[config.mk]
export PLATFORM = sky130hd
export DESIGN_NAME = epoch_seconds_to_civil_date
export DESIGN_NICKNAME = d
export VERILOG_FILES = /design/src/rtl/ecd_pkg.sv /design/src/rtl/epoch_seconds_to_civil_date.sv
export SDC_FILE = /design/constraint.sdc
export NUM_CORES = 2
export LEC_CHECK = 0
export BUFFER_PORTS_ARGS = -buffer_cell sky130_fd_sc_hd__buf_2
export CAP_MARGIN = 10
export CORE_MARGIN = 2
export CORE_UTILIZATION = 40
export CTS_BUF_LIST = sky130_fd_sc_hd__clkbuf_8
export DETAILED_ROUTE_END_ITERATION = 8
export SYNTH_ARGS = -nofsm -noshare
export SYNTH_HDL_FRONTEND = slang
export SYNTH_SLANG_ARGS = --single-unit
export TNS_END_PERCENT = 5
[constraint.sdc]
create_clock -name clk -period 50.6 [get_ports clk]
set_clock_uncertainty 0.15 [all_clocks]
set_input_delay 7.59 -clock clk [delete_from_list [all_inputs] [get_ports clk]]
set_output_delay 7.59 -clock clk [all_outputs]
set_load 0.01 [all_outputs]
[src/rtl/ecd_pkg.sv]
// ----------------------------------------------------------------------------
// ecd_pkg
// Constants and helpers for the epoch seconds to civil date pipeline.
// ----------------------------------------------------------------------------
package ecd_pkg;

    localparam int EPOCH_W  = 41;
    localparam int OFFSET_W = 17;
    localparam int YEAR_W   = 17;

    localparam logic [OFFSET_W-1:0] OFFSET_RESET = 17'd3600;

    // 86400 * 2^24 minus the seconds from 1970-01-01 to 2000-03-01
    localparam logic [41:0] SECONDS_BIAS = 42'd1448599593600;
    // 2^24 days removed, 88 eras of 146097 days added
    localparam int DAY_BIAS  = 3920680;
    localparam int ERA_BIAS  = 88;
    localparam int YEAR_BASE = 2000 - 400 * ERA_BIAS;

    localparam int D_675   = 675;
    localparam int R_675_H = 388;
    localparam int R_675_L = 198841;
    localparam int D_400Y  = 146097;
    localparam int R_400Y  = 229;
    localparam int D_100Y  = 36524;
    localparam int D_4Y    = 1461;
    localparam int R_4Y    = 11483;
    localparam int D_1Y    = 365;
    localparam int D_HOUR  = 3600;
    localparam int R_HOUR  = 36;
    localparam int D_MIN   = 60;
    localparam int R_MIN   = 68;

    typedef struct packed {
        logic [4:0] hour;
        logic [5:0] minute;
        logic [5:0] second;
    } tod_t;

    // first day of each month, counted from march
    function automatic logic [8:0] month_start(input logic [3:0] idx);
        logic [8:0] s;
        unique case (idx)
            4'd0:    s = 9'd0;
            4'd1:    s = 9'd31;
            4'd2:    s = 9'd61;
            4'd3:    s = 9'd92;
            4'd4:    s = 9'd122;
            4'd5:    s = 9'd153;
            4'd6:    s = 9'd184;
            4'd7:    s = 9'd214;
            4'd8:    s = 9'd245;
            4'd9:    s = 9'd275;
            4'd10:   s = 9'd306;
            4'd11:   s = 9'd337;
            default: s = 9'd0;
        endcase
        return s;
    endfunction

endpackage

[src/rtl/epoch_seconds_to_civil_date.sv]
// ----------------------------------------------------------------------------
// epoch_seconds_to_civil_date
// Signed epoch seconds plus local offset to proleptic Gregorian date and time.
// ----------------------------------------------------------------------------
// Fully pipelined through 18 register stages: one beat enters every cycle
// unless the output beat is not taken, which holds the whole pipeline. Each
// division by 675, 146097, 1461, 3600 or 60 is a reciprocal multiply, a
// multiply back and a one-step correction, each in its own register stage;
// the 100-year and 1-year steps use compares. The offset register is written
// directly and should be changed only while the pipeline is empty.
module epoch_seconds_to_civil_date
    import ecd_pkg::*;
(
    input  logic        clk,
    input  logic        rst_n,
    input  logic        cfg_wr_en,
    input  logic [16:0] cfg_wr_data,
    input  logic        s_axis_tvalid,
    output logic        s_axis_tready,
    input  logic [47:0] s_axis_tdata,   // epoch_seconds[40:0], zero
    output logic        m_axis_tvalid,
    input  logic        m_axis_tready,
    output logic [47:0] m_axis_tdata,   // year, month, day_of_month, hour, minute, second, zero
    output logic        m_axis_tuser    // out_of_range
);

    localparam int STAGES = 18;

    logic                en;
    logic [STAGES-1:0]   v_reg;
    logic [STAGES-1:0]   v_next;
    logic [OFFSET_W-1:0] offset_reg;
    logic                oor_reg [1:STAGES];

    // stage 1
    logic [41:0] sum1;
    logic [40:0] t1_next;
    logic [40:0] t1_reg;
    // stage 2
    logic [41:0] ap2;
    logic [17:0] bh2_reg;
    logic [16:0] bl2_reg;
    logic [6:0]  lo2_reg;
    // stage 3
    logic [26:0] p3;
    logic [8:0]  q1e3_reg;
    logic [17:0] bh3_reg;
    logic [16:0] bl3_reg;
    logic [6:0]  lo3_reg;
    // stage 4
    logic [17:0] d4;
    logic [10:0] r1w4_reg;
    logic [8:0]  q1e4_reg;
    logic [16:0] bl4_reg;
    logic [6:0]  lo4_reg;
    // stage 5
    logic [9:0]  r1_5_reg;
    logic [8:0]  q1_5_reg;
    logic [16:0] bl5_reg;
    logic [6:0]  lo5_reg;
    // stage 6
    logic [26:0] x6;
    logic [44:0] p6;
    logic [26:0] x6_reg;
    logic [16:0] q2e6_reg;
    logic [8:0]  q1_6_reg;
    logic [6:0]  lo6_reg;
    // stage 7
    logic [26:0] d7;
    logic [10:0] r2w7_reg;
    logic [16:0] q2e7_reg;
    logic [8:0]  q1_7_reg;
    logic [6:0]  lo7_reg;
    // stage 8
    logic        ge8;
    logic [9:0]  r2_8;
    logic [16:0] q2_8;
    logic [25:0] days8_reg;
    logic [16:0] sod8_reg;
    // stage 9
    logic [25:0] dd9;
    logic [22:0] ph9;
    logic [24:0] dd9_reg;
    logic [4:0]  he9_reg;
    logic [16:0] sod9_reg;
    // stage 10
    logic [32:0] pc10;
    logic [16:0] dh10;
    logic [7:0]  qce10_reg;
    logic [24:0] dd10_reg;
    logic [12:0] hrw10_reg;
    logic [4:0]  he10_reg;
    // stage 11
    logic [24:0] dc11;
    logic        ge11;
    logic [18:0] rdw11_reg;
    logic [7:0]  qce11_reg;
    logic [4:0]  hour11_reg;
    logic [11:0] hrem11_reg;
    // stage 12
    logic        ge12;
    logic [17:0] pm12;
    logic [17:0] rd12_reg;
    logic [7:0]  qc12_reg;
    logic [5:0]  me12_reg;
    logic [11:0] hrem12_reg;
    logic [4:0]  hour12_reg;
    // stage 13
    logic [1:0]  c13;
    logic [17:0] cc13;
    logic [11:0] ds13;
    logic [1:0]  c13_reg;
    logic [15:0] rdc13_reg;
    logic [7:0]  qc13_reg;
    logic [6:0]  sw13_reg;
    logic [5:0]  me13_reg;
    logic [4:0]  hour13_reg;
    // stage 14
    logic [29:0] pq14;
    logic        ge14;
    logic [4:0]  qe14_reg;
    logic [15:0] rdc14_reg;
    logic [1:0]  c14_reg;
    logic [7:0]  qc14_reg;
    tod_t        tod14_reg;
    // stage 15
    logic [15:0] d15;
    logic [11:0] r4w15_reg;
    logic [4:0]  qe15_reg;
    logic [1:0]  c15_reg;
    logic [7:0]  qc15_reg;
    tod_t        tod15_reg;
    // stage 16
    logic        ge16;
    logic [4:0]  q16_reg;
    logic [10:0] r16_reg;
    logic [1:0]  c16_reg;
    logic [7:0]  qc16_reg;
    tod_t        tod16_reg;
    // stage 17
    logic [1:0]  y17;
    logic [10:0] yc17;
    logic [1:0]  y17_reg;
    logic [8:0]  ry17_reg;
    logic [4:0]  q17_reg;
    logic [1:0]  c17_reg;
    logic [7:0]  qc17_reg;
    tod_t        tod17_reg;
    // stage 18
    logic [3:0]        idx18;
    logic [8:0]        dm18;
    logic [17:0]       yr18;
    logic [YEAR_W-1:0] year_reg;
    logic [3:0]        month_reg;
    logic [4:0]        day_reg;
    tod_t              tod18_reg;

    assign en            = !v_reg[STAGES-1] || m_axis_tready;
    assign s_axis_tready = en;
    assign v_next        = {v_reg[STAGES-2:0], s_axis_tvalid};

    always_ff @(posedge clk or negedge rst_n)
    begin
        if (!rst_n)
        begin
            v_reg      <= '0;
            offset_reg <= OFFSET_RESET;
        end
        else
        begin
            if (en)
            begin
                v_reg <= v_next;
            end
            if (cfg_wr_en)
            begin
                offset_reg <= cfg_wr_data;
            end
        end
    end

    always_comb
    begin
        sum1 = {s_axis_tdata[40], s_axis_tdata[40:0]}
             + {{(42-OFFSET_W){offset_reg[OFFSET_W-1]}}, offset_reg};
        if (sum1[41] != sum1[40])
        begin
            t1_next = sum1[41] ? {1'b1, 40'd0} : {1'b0, {40{1'b1}}};
        end
        else
        begin
            t1_next = sum1[40:0];
        end
        ap2  = {t1_reg[40], t1_reg} + SECONDS_BIAS;
        p3   = 27'(bh2_reg) * 27'(R_675_H);
        d4   = bh3_reg - 18'(18'(q1e3_reg) * 18'(D_675));
        x6   = {r1_5_reg, bl5_reg};
        p6   = 45'(x6) * 45'(R_675_L);
        d7   = x6_reg - 27'(27'(q2e6_reg) * 27'(D_675));
        ge8  = r2w7_reg >= 11'(D_675);
        r2_8 = ge8 ? 10'(r2w7_reg - 11'(D_675)) : r2w7_reg[9:0];
        q2_8 = q2e7_reg + 17'(ge8);
        dd9  = days8_reg - 26'(DAY_BIAS);
        ph9  = 23'(sod8_reg) * 23'(R_HOUR);
        pc10 = 33'(dd9_reg) * 33'(R_400Y);
        dh10 = sod9_reg - 17'(17'(he9_reg) * 17'(D_HOUR));
        dc11 = dd10_reg - 25'(25'(qce10_reg) * 25'(D_400Y));
        ge11 = hrw10_reg >= 13'(D_HOUR);
        ge12 = rdw11_reg >= 19'(D_400Y);
        pm12 = 18'(hrem11_reg) * 18'(R_MIN);
        if (rd12_reg >= 18'(3 * D_100Y))
        begin
            c13 = 2'd3;
        end
        else if (rd12_reg >= 18'(2 * D_100Y))
        begin
            c13 = 2'd2;
        end
        else if (rd12_reg >= 18'(D_100Y))
        begin
            c13 = 2'd1;
        end
        else
        begin
            c13 = 2'd0;
        end
        cc13 = 18'(18'(c13) * 18'(D_100Y));
        ds13 = hrem12_reg - 12'(12'(me12_reg) * 12'(D_MIN));
        pq14 = 30'(rdc13_reg) * 30'(R_4Y);
        ge14 = sw13_reg >= 7'(D_MIN);
        d15  = rdc14_reg - 16'(16'(qe14_reg) * 16'(D_4Y));
        ge16 = r4w15_reg >= 12'(D_4Y);
        if (r16_reg >= 11'(3 * D_1Y))
        begin
            y17 = 2'd3;
        end
        else if (r16_reg >= 11'(2 * D_1Y))
        begin
            y17 = 2'd2;
        end
        else if (r16_reg >= 11'(D_1Y))
        begin
            y17 = 2'd1;
        end
        else
        begin
            y17 = 2'd0;
        end
        yc17  = 11'(11'(y17) * 11'(D_1Y));
        idx18 = 4'd0;
        for (int i = 1; i < 12; i++)
        begin
            if (ry17_reg >= month_start(4'(i)))
            begin
                idx18 = 4'(i);
            end
        end
        dm18 = ry17_reg - month_start(idx18) + 9'd1;
        yr18 = 18'(18'(qc17_reg) * 18'(400)) + 18'(18'(c17_reg) * 18'(100))
             + {11'd0, q17_reg, 2'b00} + 18'(y17_reg) + 18'(YEAR_BASE)
             + 18'(idx18 >= 4'd10);
    end

    always_ff @(posedge clk)
    begin
        if (en)
        begin
            t1_reg     <= t1_next;
            oor_reg[1] <= sum1[41] != sum1[40];
            for (int i = 2; i <= STAGES; i++)
            begin
                oor_reg[i] <= oor_reg[i-1];
            end

            bh2_reg <= ap2[41:24];
            bl2_reg <= ap2[23:7];
            lo2_reg <= ap2[6:0];

            q1e3_reg <= p3[26:18];
            bh3_reg  <= bh2_reg;
            bl3_reg  <= bl2_reg;
            lo3_reg  <= lo2_reg;

            r1w4_reg <= d4[10:0];
            q1e4_reg <= q1e3_reg;
            bl4_reg  <= bl3_reg;
            lo4_reg  <= lo3_reg;

            if (r1w4_reg >= 11'(D_675))
            begin
                r1_5_reg <= 10'(r1w4_reg - 11'(D_675));
                q1_5_reg <= q1e4_reg + 9'd1;
            end
            else
            begin
                r1_5_reg <= r1w4_reg[9:0];
                q1_5_reg <= q1e4_reg;
            end
            bl5_reg <= bl4_reg;
            lo5_reg <= lo4_reg;

            x6_reg   <= x6;
            q2e6_reg <= p6[43:27];
            q1_6_reg <= q1_5_reg;
            lo6_reg  <= lo5_reg;

            r2w7_reg <= d7[10:0];
            q2e7_reg <= q2e6_reg;
            q1_7_reg <= q1_6_reg;
            lo7_reg  <= lo6_reg;

            days8_reg <= {q1_7_reg, q2_8};
            sod8_reg  <= {r2_8, lo7_reg};

            dd9_reg  <= dd9[24:0];
            he9_reg  <= ph9[21:17];
            sod9_reg <= sod8_reg;

            qce10_reg <= pc10[32:25];
            dd10_reg  <= dd9_reg;
            hrw10_reg <= dh10[12:0];
            he10_reg  <= he9_reg;

            rdw11_reg  <= dc11[18:0];
            qce11_reg  <= qce10_reg;
            hour11_reg <= he10_reg + 5'(ge11);
            hrem11_reg <= ge11 ? 12'(hrw10_reg - 13'(D_HOUR)) : hrw10_reg[11:0];

            rd12_reg   <= ge12 ? 18'(rdw11_reg - 19'(D_400Y)) : rdw11_reg[17:0];
            qc12_reg   <= qce11_reg + 8'(ge12);
            me12_reg   <= pm12[17:12];
            hrem12_reg <= hrem11_reg;
            hour12_reg <= hour11_reg;

            c13_reg    <= c13;
            rdc13_reg  <= 16'(rd12_reg - cc13);
            qc13_reg   <= qc12_reg;
            sw13_reg   <= ds13[6:0];
            me13_reg   <= me12_reg;
            hour13_reg <= hour12_reg;

            qe14_reg         <= pq14[28:24];
            rdc14_reg        <= rdc13_reg;
            c14_reg          <= c13_reg;
            qc14_reg         <= qc13_reg;
            tod14_reg.hour   <= hour13_reg;
            tod14_reg.minute <= me13_reg + 6'(ge14);
            tod14_reg.second <= ge14 ? 6'(sw13_reg - 7'(D_MIN)) : sw13_reg[5:0];

            r4w15_reg <= d15[11:0];
            qe15_reg  <= qe14_reg;
            c15_reg   <= c14_reg;
            qc15_reg  <= qc14_reg;
            tod15_reg <= tod14_reg;

            q16_reg   <= qe15_reg + 5'(ge16);
            r16_reg   <= ge16 ? 11'(r4w15_reg - 12'(D_4Y)) : r4w15_reg[10:0];
            c16_reg   <= c15_reg;
            qc16_reg  <= qc15_reg;
            tod16_reg <= tod15_reg;

            y17_reg   <= y17;
            ry17_reg  <= 9'(r16_reg - yc17);
            q17_reg   <= q16_reg;
            c17_reg   <= c16_reg;
            qc17_reg  <= qc16_reg;
            tod17_reg <= tod16_reg;

            year_reg  <= yr18[YEAR_W-1:0];
            month_reg <= (idx18 < 4'd10) ? idx18 + 4'd3 : idx18 - 4'd9;
            day_reg   <= dm18[4:0];
            tod18_reg <= tod17_reg;
        end
    end

    assign m_axis_tvalid = v_reg[STAGES-1];
    assign m_axis_tuser  = oor_reg[STAGES];
    assign m_axis_tdata  = {5'd0, tod18_reg.second, tod18_reg.minute, tod18_reg.hour,
                            day_reg, month_reg, year_reg};

endmodule

==> impl_metrics.tcl <==
set metrics [dict create \
    drt-total-wl_um 93000 \
    place_area_um2 59300 \
    fp.dieH_um 380 \
    vias_per_cell 4.73 \
    drive_gt1_frac 0.0833 \
    synth_edf_count 795 \
    synth_area_leader_cell "edfxtp_1" \
    hpwl_um 71500 \
    layout_common_cells "870 x ha_1, 795 x edfxtp_1, 789 x inv_1" \
    setup_tns_ns 0 \
    clockBufferDepth 3 \
    place_congestion 0.849 \
    cts-resized-gates 0 \
    drt_first_pass_iters 5 \
    yosys_warnings 0 \
    cts_buffers 149 \
    worst_pin_slew_ns 1.20 \
    grt_pass1_wl_um 160000 \
    rsz0062_at_grt "false" \
    synth_top_area_frac 0.422 \
    ctsHoldBuffers 0 \
    cts_setup_buffers 0 \
    avgSynthCellArea_um2 12.9 \
    required_ns 42.86 \
    status "complete, no violations" \
    h-tree-depth 4 \
    wire_per_inst_um 14.0 \
    grt.total_usage 0.134 \
    start_util 0.404 \
    core-area_um2 140000 \
    drv_cap 0 \
    relSlewSlack 0.200 \
    synth_cell_type_count 85 \
    largest_reg_flops 41 \
    clkSlewWorstSetupHoldPaths_ns 0.06 \
    min_path_type "flop to flop" \
    antenna_found_initial 2 \
    drt_iter0_markers 1127 \
    num_vias 31300 \
    die_w_um 380 \
    cts_root_buf "clkbuf_8" \
    setup_viol 0 \
    critPathKind "primary input to output pin" \
    finalHoldViolations 0 \
    finalCritPeriodShare 0.318 \
    syn_inst 4393 \
    drc 0 \
    overflow 0 \
    arrival_ns 8.33 \
    synth_ff_type "edfxtp_1" \
    ys_ff_latch 830 \
    synth_area_um2 56500 \
    portBuffers 108 \
    slew_viol_final 0 \
    antenna_left 0 \
    num-fill-cells 12900 \
    fp.dieArea_um2 144000 \
    post-route-cell-area_um2 62200 \
    synth.area.top_cells "edfxtp_1 42%, ha_1 19%, fa_1 14%" \
    syn_to_final_growth_pct 10.1 \
    async_flop_share 0.0422 \
    grt_start_max_net_pins 209 \
    endpoint_kind "output pin" \
    nets 5956 \
    yosysSeqAreaShare 0.438 \
    ioPinCount 121 \
    clock_latency_ns 0.86 \
    start_kind "primary input" \
    cts.sinks 830 \
    first_global_vias 33000 \
    max_freq_mhz 62.2 \
    worstPathMaxFanout 21 \
    row_count 137 \
    layout_commonest_cell "ha_1" \
    period_needed_ns 16.07 \
    cts_tree "built" \
]
[layer usage]
layer / track usage / part of all wire
met2: 0.238 / 0.50
met4: 0.0434 / 0.023
met3: 0.0259 / 0.034
met5: 0 / 0
met1: 0.164 / 0.44
[worst max-delay path, cell delays in order]
cell and delay (ns):
buf_2 0.08, nand2b_4 0.39, buf_2 0.23
[cells in the mapped netlist (5+ instances only)]
| cell | n |
|---|---|
| buf_6 | 5 |
| o21ai_0 | 109 |
| o41ai_1 | 6 |
| a21boi_0 | 11 |
| nor3_1 | 46 |
| nand3_1 | 53 |
| and2_1 | 12 |
| a211oi_1 | 15 |
| o21ai_1 | 7 |
| edfxtp_1 | 795 |
| clkbuf_1 | 14 |
| maj3_1 | 5 |
| or2_2 | 9 |
| ha_1 | 870 |
| nor2_1 | 121 |
| mux2_2 | 39 |
| a31o_2 | 9 |
| o211ai_1 | 10 |
| a21o_1 | 100 |
| o21ai_2 | 12 |
| buf_4 | 5 |
| nand4_1 | 24 |
| a21oi_1 | 197 |
| a41o_1 | 6 |
| xor2_1 | 135 |
| o31ai_1 | 5 |
| fa_1 | 384 |
| nand2_1 | 120 |
| xnor2_1 | 243 |
| nor4_1 | 12 |
| nor2b_1 | 18 |
| nand2b_1 | 36 |
| and3_1 | 22 |
| or3_1 | 6 |
| dfrtp_1 | 31 |
| inv_1 | 739 |
| a31oi_1 | 15 |
| o21a_1 | 34 |
| a211o_1 | 5 |
| o21bai_1 | 28 |
[stage by stage]
| step | std cells | utilization | setup WS, ns | hold slack, ns |
|---|---|---|---|---|
| final | 6622 | 0.445 | 34.53 | 0.232 |
| after CTS | 6620 | 0.445 | 34.49 | 0.221 |
| after global routing | 6622 | 0.445 | 34.47 | 0.230 |
| after global placement | 6357 | 0.424 | 34.50 | 0.250 |
| after floorplan | 4397 | - | 13.16 | 0.250 |
| after detailed placement | 6357 | 0.424 | 34.49 | 0.255 |
[final cells by class]
class / count / area [um2] / share of cell area
Antenna cell: 2 / 5.00 / 0.0000804
Clock buffer: 151 / 2080 / 0.0334
Clock inverter: 112 / 791 / 0.0127
Inverter: 739 / 2770 / 0.0446
Multi-Input combinational cell: 2796 / 28800 / 0.463
Sequential cell: 830 / 24800 / 0.398
Tap cell: 1876 / 2350 / 0.0377
Timing Repair Buffer: 116 / 638 / 0.0103
[cells by family after synthesis]
logic type                 after synthesis  synth area share
xor gates and xnor gates               379            0.0589
other                                    1         0.0000663
and+or+nand+nor                        502            0.0440
DFF                                    830             0.438
adders and majority gates             1259             0.329
AOI/OAI and AO/OA                      610            0.0691
buffers and inverters                  771            0.0525
muxes                                   41           0.00812
[path summary, 6_finish.rpt]
check                              start             end  slack, ns  depth (start not counted)
max                        m_axis_tready   s_axis_tready      34.53                          3
min                            t1_reg[6]      lo2_reg[6]       0.23                          0
max reg2reg                  bl5_reg[13]    q2e6_reg[14]      43.93                         19
min reg2reg                    t1_reg[6]      lo2_reg[6]       0.23                          0
max in group asynchronous          rst_n       v_reg[16]      43.10                          1
min in group asynchronous          rst_n  offset_reg[15]       6.66                          1
Power is left out: the tool's default activity adds up to more than one toggle a clock period on the data nets, which glitch-free logic cannot reach.
